==> src/rtl/ccwc_pkg.sv <==
// Shared types, constants and the denomination step table of the coin-change way counter.
// No dependencies; all other files refer to this package by scoped names.
`default_nettype none

package ccwc_pkg;

    localparam int unsigned TABLE_ENTRIES = 8192;
    localparam int unsigned IDX_W         = $clog2(TABLE_ENTRIES);
    localparam int unsigned COUNT_W       = 48;
    localparam int unsigned DOLLAR_W      = 10;
    localparam int unsigned CENT_W        = 7;
    localparam int unsigned AMT_W         = 17;   // 1023*100 + 127 fits
    localparam int unsigned UNIT_CENTS    = 5;
    localparam int unsigned REACH         = (TABLE_ENTRIES - 1) * UNIT_CENTS;

    // x / 5 == (x * RECIP) >> RECIP_SHIFT for every x below 81920
    localparam int unsigned RECIP_W       = 16;
    localparam logic [RECIP_W-1:0] RECIP  = 16'hCCCD;
    localparam int unsigned RECIP_SHIFT   = 18;
    localparam int unsigned PROD_W        = AMT_W + RECIP_W;
    localparam int unsigned QUO_W         = PROD_W - RECIP_SHIFT;

    // the 5c pass is folded into the fill (every entry becomes 1)
    localparam int unsigned PASS_COUNT    = 10;
    localparam int unsigned PASS_W        = 4;

    localparam int unsigned QDEPTH        = 4;
    localparam int unsigned QPTR_W        = $clog2(QDEPTH);

    typedef logic [IDX_W-1:0]   idx_t;
    typedef logic [COUNT_W-1:0] count_t;
    typedef logic [AMT_W-1:0]   amount_t;

    typedef struct packed {
        idx_t idx;
        logic oor;
        logic inexact;
    } qentry_t;

    typedef enum logic [1:0] {
        BS_FILL,
        BS_GAP,
        BS_SCAN,
        BS_DONE
    } build_state_t;

    // denomination sizes in 5-cent units, 10c upward
    function automatic logic [31:0] pass_step(input logic [PASS_W-1:0] p);
        logic [31:0] s;
        begin
            case (p)
                4'd0:    s = 32'd2;
                4'd1:    s = 32'd4;
                4'd2:    s = 32'd10;
                4'd3:    s = 32'd20;
                4'd4:    s = 32'd40;
                4'd5:    s = 32'd100;
                4'd6:    s = 32'd200;
                4'd7:    s = 32'd400;
                4'd8:    s = 32'd1000;
                4'd9:    s = 32'd2000;
                default: s = 32'd0;
            endcase
            return s;
        end
    endfunction

endpackage

`default_nettype wire

==> src/rtl/ccwc_queue.sv <==
// Short transaction queue between the query front end and the table back end.
// Depends on ccwc_pkg.
`default_nettype none

module ccwc_queue (
    input  wire logic              clk,
    input  wire logic              rst_n,
    input  wire logic              push,
    input  wire ccwc_pkg::qentry_t push_entry,
    input  wire logic              pop_ready,
    output logic                   pop_valid,
    output ccwc_pkg::qentry_t      pop_entry
);

    ccwc_pkg::qentry_t                 slot_reg [ccwc_pkg::QDEPTH];
    logic [ccwc_pkg::QPTR_W-1:0]       wr_ptr_reg;
    logic [ccwc_pkg::QPTR_W-1:0]       rd_ptr_reg;
    logic [ccwc_pkg::QPTR_W:0]         count_reg;
    logic [ccwc_pkg::QPTR_W:0]         count_next;
    logic                              pop;

    assign pop_valid = count_reg != '0;
    assign pop_entry = slot_reg[rd_ptr_reg];
    assign pop       = pop_valid && pop_ready;

    always_comb
    begin
        count_next = count_reg;
        if (push && !pop)
        begin
            count_next = count_reg + 1'b1;
        end
        else if (pop && !push)
        begin
            count_next = count_reg - 1'b1;
        end
    end

    always_ff @(posedge clk or negedge rst_n)
    begin
        if (!rst_n)
        begin
            wr_ptr_reg <= '0;
            rd_ptr_reg <= '0;
            count_reg  <= '0;
        end
        else
        begin
            count_reg <= count_next;
            if (push)
            begin
                wr_ptr_reg <= wr_ptr_reg + 1'b1;
            end
            if (pop)
            begin
                rd_ptr_reg <= rd_ptr_reg + 1'b1;
            end
        end
    end

    always_ff @(posedge clk)
    begin
        if (push)
        begin
            slot_reg[wr_ptr_reg] <= push_entry;
        end
    end

    a_no_overflow: assert property (@(posedge clk) disable iff (!rst_n)
        push && !pop |-> count_reg < (ccwc_pkg::QPTR_W + 1)'(ccwc_pkg::QDEPTH))
        else $error("query queue overflow");

    a_ptr_track: assert property (@(posedge clk) disable iff (!rst_n)
        count_reg == '0 |-> wr_ptr_reg == rd_ptr_reg)
        else $error("queue pointers disagree with empty count");

endmodule

`default_nettype wire

==> config.mk <==
export PLATFORM = sky130hd
export DESIGN_NAME = ccwc_queue
export DESIGN_NICKNAME = d
export VERILOG_FILES = /design/src/rtl/ccwc_pkg.sv /design/src/rtl/ccwc_queue.sv
export SDC_FILE = /design/constraint.sdc
export NUM_CORES = 1
export LEC_CHECK = 0
export ABC_AREA = 1
export BUFFER_PORTS_ARGS = -buffer_cell sky130_fd_sc_hd__buf_2
export CAP_MARGIN = 20
export CORE_UTILIZATION = 50
export DETAILED_ROUTE_END_ITERATION = 6
export PLACE_DENSITY = 0.67
export RECOVER_POWER = 100
export SETUP_SLACK_MARGIN = 0.05
export SLEW_MARGIN = 5
export SYNTH_ARGS = -nofsm -noshare
export SYNTH_HDL_FRONTEND = slang
export SYNTH_SLANG_ARGS = --single-unit
==> constraint.sdc <==
create_clock -name clk -period 3.17 [get_ports clk]
set_input_delay 0 -clock clk [delete_from_list [all_inputs] [get_ports clk]]
set_output_delay 0 -clock clk [all_outputs]
set_load 0.005 [all_outputs]
==> flow_summary.toml <==
[floorplan]
ios = 35
die_area_sq_mm = 0.00599
fp.coreArea_sq_mm = 0.00551
start_util_pct = 51.6
placementRows = 27
dieHeight_um = 77.4
die_w_um = 77.4

[layout]
finalInstanceArea_sq_mm = 0.00333
drive_above_1_share_pct = 9.09
fin_nets = 307
nFillCells = 470
largest_reg_flops = 60
syn2layout_area_growth_pct = 17.3
final_common_cell = "nand2_1"
final_cell_mix = "nand2_1, edfxtp_1, inv_1"
final_cells = 358
diodes = 0

[worst_setup_path]
cp-start-kind = "register"
path_cells = "inv_1 > o211ai_1 > nand2_1 > buf_2"
endpoint_kind = "output port"
reg2reg_from = "count_reg[0]"
worstPathArrival_ns = 2.12
criticalPathCategory = "register to output port"
required_ns = 3.17
critPathMaxStageDelay_ns = 0.79
reg2reg_setup_slack_ns = 1.42
cp_max_fo = 17
crit_path_top_delay_cell = "dfrtp_1"
worstReg2RegEnd = "count_reg[2]"
rr_worst_depth = 10

[power_and_ir_drop]
power_leakage_nw = 1.39
powerDensity_mw_per_mm2 = 832
vdd_drop_max_mv = 0.481

[synth]
synthFlopType = "edfxtp_1"
synthArstFlopShare_pct = 10.4
synth-edff-count = 60
synth_area_leaders = "edfxtp_1, nand2_1, o211ai_1"
synth_area_per_cell_sq_um = 12.4
yosysUniqueCellTypes = 19
ys_ff_latch = 67
netlist_instances = 229
syn-num-nets = 254
yosysTopAreaCell = "edfxtp_1"
syn_area_sq_mm = 0.00284
yosysWarningCount = 0
ys_seq_area_share_pct = 69.6
netlist.area_leader.share_pct = 63.4

[grt]
overflow = 0
grt.total_usage_pct = 17.7
grt_pass1_vias = 1621
grt_antenna_before_repair = 0
grt_max_degree = 62
grt_pass1_wl_um = 7590

[clock_network]
clk_latency_ns = 0.33
cts_max_path_buffers = 2
clkTransAtPathRegs_ns = 0.07
cts_resized = 0
cts_sinks = 67
cts_root_buf = "clkbuf_8"
h-tree-depth = 3
cts_tree = "done"
cts_buffers = 9

[sta]
skew_ns = 0.00466
hold_slack_ns = 0.0925
fin_crit_ns = 2.12
relSlewSlack_pct = 36.6
max_freq_ghz = 0.472
tightest_slew_ns = 0.950
rsz0062_at_grt = "no"
finalCritPeriodShare_pct = 66.9
finalHoldViolations = 0
finalSetupTns_ns = 0
setup_viol = 0
slew_violations = 0
setup_ws_ns = 1.05

[placed_design]
dpl_cell_area_sq_mm = 0.00301
dp_cells = 325
numPortBuffers = 34
place_congestion = 0.817
pre_cts_ws_ns = 1.41
detailed_place_hpwl_um = 2680

[job]
drv_cap = 0

[detailed_routing]
routed_wl_um = 4680
drc = 0
drt_first_pass_iters = 4
vias = 1737
vias_per_cell = 4.85
wl_per_cell_um = 13.1
drtIter0Drc = 99
drt.antenna.violating_nets = 0

[worst_hold_path]
hold_class = "input port to async pin"

[run_status]
status = "finished, final reports clean"
## synth_stat cells (2+ instances only)
cell type   n
nand3_1     3
buf_6       6
inv_1      41
edfxtp_1   60
nand2_1    65
buf_4       2
inv_2       2
ha_1        5
o211ai_2    2
dfrtp_1     7
o211ai_1   28
## stage by stage
stage	power [mW]	utilization, %
final	2.77	60.5
after detailed placement	2.16	54.6
after floorplan	1.93	-
after global placement	2.13	54.6
after global routing	2.98	60.5
after CTS	2.83	61.1
## power breakdown
| part | switching (mW) | internal [mW] | total [mW] |
|---|---|---|---|
| clock | 0.288 | 0.357 | 0.645 |
| sequential | 0.102 | 1.17 | 1.27 |
| combinational | 0.540 | 0.313 | 0.853 |
| total | 0.930 | 1.84 | 2.77 |
## cell families after synthesis
group	Yosys count	share of synthesized area (%)
simple gates	70	9.47
flops	67	69.6
buf+inv	53	8.94
compound gates	31	8.46
fa+ha+maj	6	2.91
xor+xnor	2	0.617
## per-layer routing
layer	wire length (um)	GRT usage (%)
met2	2310	28.3
met1	2090	21.9
met3	195	5.41
met4	85	8.87
met5	0	0
## worst max-delay path, delay by kind of cell, from the launching register on
family                 cells  cell delay (ns)
DFF                        1             0.79
buffers and inverters      2             0.66
AOI/OAI and AO/OA          1             0.23
and+or+nand+nor            1             0.11
## repair_timing
item | CTS | global route
setup buffers | 0 | 0
hold buffers | 18 | 0
hold endpoints to repair | 70 | 0
## how the worst max path moves through the flow
stage                     slack [ns]     startpoint             to  cells past startpoint
after global routing            0.95  rd_ptr_reg[1]  pop_entry[11]                      4
after CTS                       1.22  rd_ptr_reg[1]  pop_entry[13]                      4
final                           1.05  rd_ptr_reg[1]  pop_entry[13]                      4
after detailed placement        1.41   count_reg[0]   count_reg[2]                     10
after floorplan                 1.53   count_reg[0]   count_reg[2]                     10
after global placement          1.50   count_reg[0]   count_reg[2]                     10
## layout make-up
cell class,count,area (sq um),share of cell area [%]
flip-flops and latches,67,1980,59.4
multi-input cells,109,604,18.1
well taps,72,90.1,2.70
repair buffers,52,323,9.69
inverters,43,161,4.85
clock buffers,12,135,4.06
clock inverters,3,40.0,1.20
Power figures use the tool's default switching activity.
