<file path="config.mk">
export PLATFORM = sky130hd
export DESIGN_NAME = ccwc_front
export DESIGN_NICKNAME = d
export VERILOG_FILES = /design/src/rtl/ccwc_pkg.sv /design/src/rtl/ccwc_front.sv
export SDC_FILE = /design/constraint.sdc
export NUM_CORES = 1
export LEC_CHECK = 0
export ABC_AREA = 1
export BUFFER_PORTS_ARGS = -buffer_cell sky130_fd_sc_hd__buf_2
export CELL_PAD_IN_SITES_DETAIL_PLACEMENT = 1
export CELL_PAD_IN_SITES_GLOBAL_PLACEMENT = 2
export CORE_MARGIN = 5
export CORE_UTILIZATION = 42
export CTS_CLUSTER_SIZE = 12
export DETAILED_ROUTE_END_ITERATION = 6
export MAX_ROUTING_LAYER = met4
export PLACE_DENSITY_LB_ADDON = 0.2
export SYNTH_ARGS = -nofsm -noshare
export SYNTH_HDL_FRONTEND = slang
export SYNTH_SLANG_ARGS = --single-unit
</file>
<file path="constraint.sdc">
create_clock -name clk -period 12.6 [get_ports clk]
set_input_delay 1.89 -clock clk [delete_from_list [all_inputs] [get_ports clk]]
set_output_delay 1.89 -clock clk [all_outputs]
set_load 0.05 [all_outputs]
</file>
<file path="src/rtl/ccwc_pkg.sv">
// Shared types, constants and the denomination step table of the coin-change way counter.
// No dependencies; all other files refer to this package by scoped names.
`default_nettype none

package ccwc_pkg;

    localparam int unsigned TABLE_ENTRIES = 8192;
    localparam int unsigned IDX_W         = $clog2(TABLE_ENTRIES);
    localparam int unsigned COUNT_W       = 48;
    localparam int unsigned DOLLAR_W      = 10;
    localparam int unsigned CENT_W        = 7;
    localparam int unsigned AMT_W         = 17;   // 1023*100 + 127 fits
    localparam int unsigned UNIT_CENTS    = 5;
    localparam int unsigned REACH         = (TABLE_ENTRIES - 1) * UNIT_CENTS;

    // x / 5 == (x * RECIP) >> RECIP_SHIFT for every x below 81920
    localparam int unsigned RECIP_W       = 16;
    localparam logic [RECIP_W-1:0] RECIP  = 16'hCCCD;
    localparam int unsigned RECIP_SHIFT   = 18;
    localparam int unsigned PROD_W        = AMT_W + RECIP_W;
    localparam int unsigned QUO_W         = PROD_W - RECIP_SHIFT;

    // the 5c pass is folded into the fill (every entry becomes 1)
    localparam int unsigned PASS_COUNT    = 10;
    localparam int unsigned PASS_W        = 4;

    localparam int unsigned QDEPTH        = 4;
    localparam int unsigned QPTR_W        = $clog2(QDEPTH);

    typedef logic [IDX_W-1:0]   idx_t;
    typedef logic [COUNT_W-1:0] count_t;
    typedef logic [AMT_W-1:0]   amount_t;

    typedef struct packed {
        idx_t idx;
        logic oor;
        logic inexact;
    } qentry_t;

    typedef enum logic [1:0] {
        BS_FILL,
        BS_GAP,
        BS_SCAN,
        BS_DONE
    } build_state_t;

    // denomination sizes in 5-cent units, 10c upward
    function automatic logic [31:0] pass_step(input logic [PASS_W-1:0] p);
        logic [31:0] s;
        begin
            case (p)
                4'd0:    s = 32'd2;
                4'd1:    s = 32'd4;
                4'd2:    s = 32'd10;
                4'd3:    s = 32'd20;
                4'd4:    s = 32'd40;
                4'd5:    s = 32'd100;
                4'd6:    s = 32'd200;
                4'd7:    s = 32'd400;
                4'd8:    s = 32'd1000;
                4'd9:    s = 32'd2000;
                default: s = 32'd0;
            endcase
            return s;
        end
    endfunction

endpackage

`default_nettype wire

</file>
<file path="src/rtl/ccwc_front.sv">
// Query front end: amount conversion, range check and divide-by-five into a table index.
// Depends on ccwc_pkg.
`default_nettype none

module ccwc_front (
    input  wire logic                          clk,
    input  wire logic                          rst_n,
    input  wire logic                          accept,
    input  wire logic [ccwc_pkg::DOLLAR_W-1:0] dollars,
    input  wire logic [ccwc_pkg::CENT_W-1:0]   cents,
    output logic                               push,
    output ccwc_pkg::qentry_t                  entry
);

    logic                              v1_reg;
    ccwc_pkg::amount_t                 amt1_reg;
    logic                              v2_reg;
    ccwc_pkg::amount_t                 amt2_reg;
    logic [ccwc_pkg::QUO_W-1:0]        quo2_reg;
    logic                              oor2_reg;
    logic [ccwc_pkg::PROD_W-1:0]       prod;
    ccwc_pkg::amount_t                 amt1_next;
    ccwc_pkg::amount_t                 back5;

    assign amt1_next = ccwc_pkg::AMT_W'(dollars) * ccwc_pkg::AMT_W'(100)
                     + ccwc_pkg::AMT_W'(cents);
    assign prod = ccwc_pkg::PROD_W'(amt1_reg) * ccwc_pkg::PROD_W'(ccwc_pkg::RECIP);

    always_ff @(posedge clk or negedge rst_n)
    begin
        if (!rst_n)
        begin
            v1_reg <= 1'b0;
            v2_reg <= 1'b0;
        end
        else
        begin
            v1_reg <= accept;
            v2_reg <= v1_reg;
        end
    end

    always_ff @(posedge clk)
    begin
        amt1_reg <= amt1_next;
        amt2_reg <= amt1_reg;
        quo2_reg <= prod[ccwc_pkg::PROD_W-1:ccwc_pkg::RECIP_SHIFT];
        oor2_reg <= 32'(amt1_reg) > ccwc_pkg::REACH;
    end

    // quotient*5 by shift and add; a mismatch means not a multiple of 5 cents
    assign back5 = ccwc_pkg::AMT_W'({quo2_reg, 2'b00}) + ccwc_pkg::AMT_W'(quo2_reg);

    always_comb
    begin
        push          = v2_reg;
        entry.idx     = ccwc_pkg::IDX_W'(quo2_reg);
        entry.oor     = oor2_reg;
        entry.inexact = back5 != amt2_reg;
    end

endmodule

`default_nettype wire

</file>
==> impl_metrics.env <==
export IMPL_status="completed"
export IMPL_worst_pin_slew_ns=0.502
export IMPL_cts_buffer_depth=2
export IMPL_ys_top_cells_by_area="ha_1 27%, fa_1 21%, inv_1 12%, dfxtp_1 11%, nand2_1 7.6%"
export IMPL_worstSetupPathType="flop to flop"
export IMPL_syn_area_sq_um=8940
export IMPL_post_route_period_util=0.442
export IMPL_yosys_area_share_adder=0.483
export IMPL_cts_resized_gates=0
export IMPL_postCtsSetupBuffers=0
export IMPL_dp_hpwl_um=22300
export IMPL_start_util=0.425
export IMPL_end_kind="flop"
export IMPL_grt_max_degree=19
export IMPL_final_nets=1450
export IMPL_num_vias=6992
export IMPL_ys_seq_area_frac=0.118
export IMPL_firstDrtPassIters=4
export IMPL_slew_violations=0
export IMPL_clock_latency_ns=0.32
export IMPL_worst_path_buf_inv=4
export IMPL_gr_usage_all_layers=0.218
export IMPL_place_gp_congestion=0.957
export IMPL_crit_path_max_fanout=6
export IMPL_viasPerCell=4.93
export IMPL_antenna_found_initial=0
export IMPL_synth_cells=1114
export IMPL_synthDistinctLibCells=35
export IMPL_muxShareOfSynthArea=0
export IMPL_clk_pin_slew_ns=0.09
export IMPL_numCtsBuffers=5
export IMPL_port_buffer_count=35
export IMPL_setup_violations_final=0
export IMPL_grt_pass1_vias=7766
export IMPL_hold_buffers=0
export IMPL_clock_sinks=52
export IMPL_yosysMostFrequentCell="inv_1"
export IMPL_fmaxAchievable_mhz=179
export IMPL_synth_edf_count=0
export IMPL_synthDominantCellAreaShare=0.273
export IMPL_grt_pass1_wl_um=40300
export IMPL_cp_slowest_stage_delay_ns=0.55
export IMPL_syn_avg_cell_area_sq_um=8.03
export IMPL_synth_compound_area_frac=0.0730
export IMPL_critPathArrivalTime_ns=5.76
export IMPL_synth_flop_cell="dfxtp_1"
export IMPL_pin_count=36
export IMPL_syn_nets=1423
export IMPL_cp_top_family="adder cells"
export IMPL_cts_max_level=2
export IMPL_drc=0
export IMPL_slew_headroom=0.665
export IMPL_synthXorXnorAreaFrac=0.0506
export IMPL_tns_ns=0
export IMPL_drtIter0Drc=259
export IMPL_fin_skew_ns=0.0148
export IMPL_cpMostUsedCell="fa_1"
export IMPL_synth_commonest_cells="285 x inv_1, 195 x ha_1, 181 x nand2_1, 94 x fa_1, 66 x nor2_1"
export IMPL_cts_tree="yes"
export IMPL_synth_seq_cells=52
export IMPL_cp_start_kind="flop"
export IMPL_synthToLayoutAreaGrowth_pct=6.25
export IMPL_grt_overflow_total=0
export IMPL_period_minus_slack_ns=5.57
export IMPL_slowest_stage="fa_1"
export IMPL_ys_warn_count=0
export IMPL_cts_root_buf="clkbuf_16"
export IMPL_dieWidth_um=156
export IMPL_synthSimpleGateAreaFrac=0.144
export IMPL_required_ns=12.79
export IMPL_finalHoldViolCount=0
export IMPL_rsz0062_at_grt="false"
export IMPL_die_h_um=156
export IMPL_drt_total_wl_um=24200
export IMPL_wl_per_cell_um=17.1
export IMPL_die_area_sq_um=24300
export IMPL_synth_top_family_by_area="adder cells"
export IMPL_drive_above_1_share=0.0482
export IMPL_rows=53
export IMPL_hold_path_class="flop to flop"
export IMPL_yosysTopAreaCell="ha_1"
export IMPL_postRouteAntennaNets=0
export IMPL_core_sq_um=21000
export IMPL_antennaDiodeCount=0
export IMPL_crit_chain="ha_1, inv_1, fa_1, inv_1, fa_1, fa_1, inv_1, fa_1, inv_1, fa_1, ha_1, a21o_1, a21oi_1, o21ai_0, a21oi_1, o21ai_0, xor2_1"
export IMPL_async_flop_share=0.0385
export IMPL_max_cap_violations=0
[placed cells by master, fill, tap and decap left out, types with 3 or more instances in the layout]
master and n:
nor2_1 66, nand3_1 28, buf_2 35, xnor2_1 19, a21oi_1 48, nand2_1 181, a21o_1 11, clkbuf_16 5
nand4_1 17, nand2_2 5, o21bai_1 4, o211ai_1 4, nor3_1 4, dfxtp_1 50, fa_1 94, ha_1 195
o21ai_0 25, nand3b_1 3, xor2_1 29, o21a_1 4, inv_1 285, a31oi_1 10
[through the flow]
step | hold WS (ns) | worst slack (ns) | utilization | std cells | instance area, sq um
5_1_grt | 0.377 | 6.88 | 0.452 | 1417 | 9500
3_5_place_dp | 0.350 | 6.99 | 0.445 | 1409 | 9350
6_report | 0.359 | 7.03 | 0.452 | 1417 | 9500
2_1_floorplan | 0.331 | 7.79 | - | 1114 | 8940
4_1_cts | 0.367 | 6.98 | 0.452 | 1417 | 9500
3_3_place_gp | 0.337 | 6.97 | 0.445 | 1409 | 9350
[layer usage]
layer,vias to the layer above,share of wire,GRT usage
met1,3366,0.46,0.271
li1,3508,-,-
met4,0,0.025,0.0559
met2,78,0.50,0.378
met3,40,0.024,0.0227
met5,-,0,-
[logic make-up after synthesis]
| family | after synthesis |
|---|---|
| AND/OR/NAND/NOR | 310 |
| buffers and inverters | 300 |
| adder cells (fa/ha/maj) | 289 |
| AO/OA/AOI/OAI | 113 |
| flip-flops | 52 |
| XOR/XNOR | 50 |
[layout make-up]
type / instances / area (sq um)
clock buffers: 5 / 125
multi-input cells: 762 / 6710
fillers: 2621 / 11500
flip-flops and latches: 52 / 1050
repair buffers: 35 / 175
clock inverters: 3 / 25.0
inverters: 285 / 1070
well taps: 275 / 344
[path summary, 6_finish.rpt]
| kind | from | endpoint | slack, ns | cells after the start |
|---|---|---|---|---|
| max | amt1_reg[8] | quo2_reg[9] | 7.03 | 17 |
| min | v1_reg | push | 0.36 | 0 |
| max reg2reg | amt1_reg[8] | quo2_reg[9] | 7.03 | 17 |
| min reg2reg | v1_reg | push | 0.36 | 0 |
| max in group asynchronous | rst_n | push | 11.16 | 1 |
| min in group asynchronous | rst_n | v1_reg | 1.35 | 1 |
Power is left out: the tool's default activity adds up to more than one toggle a clock period on the data nets, which glitch-free logic cannot reach.
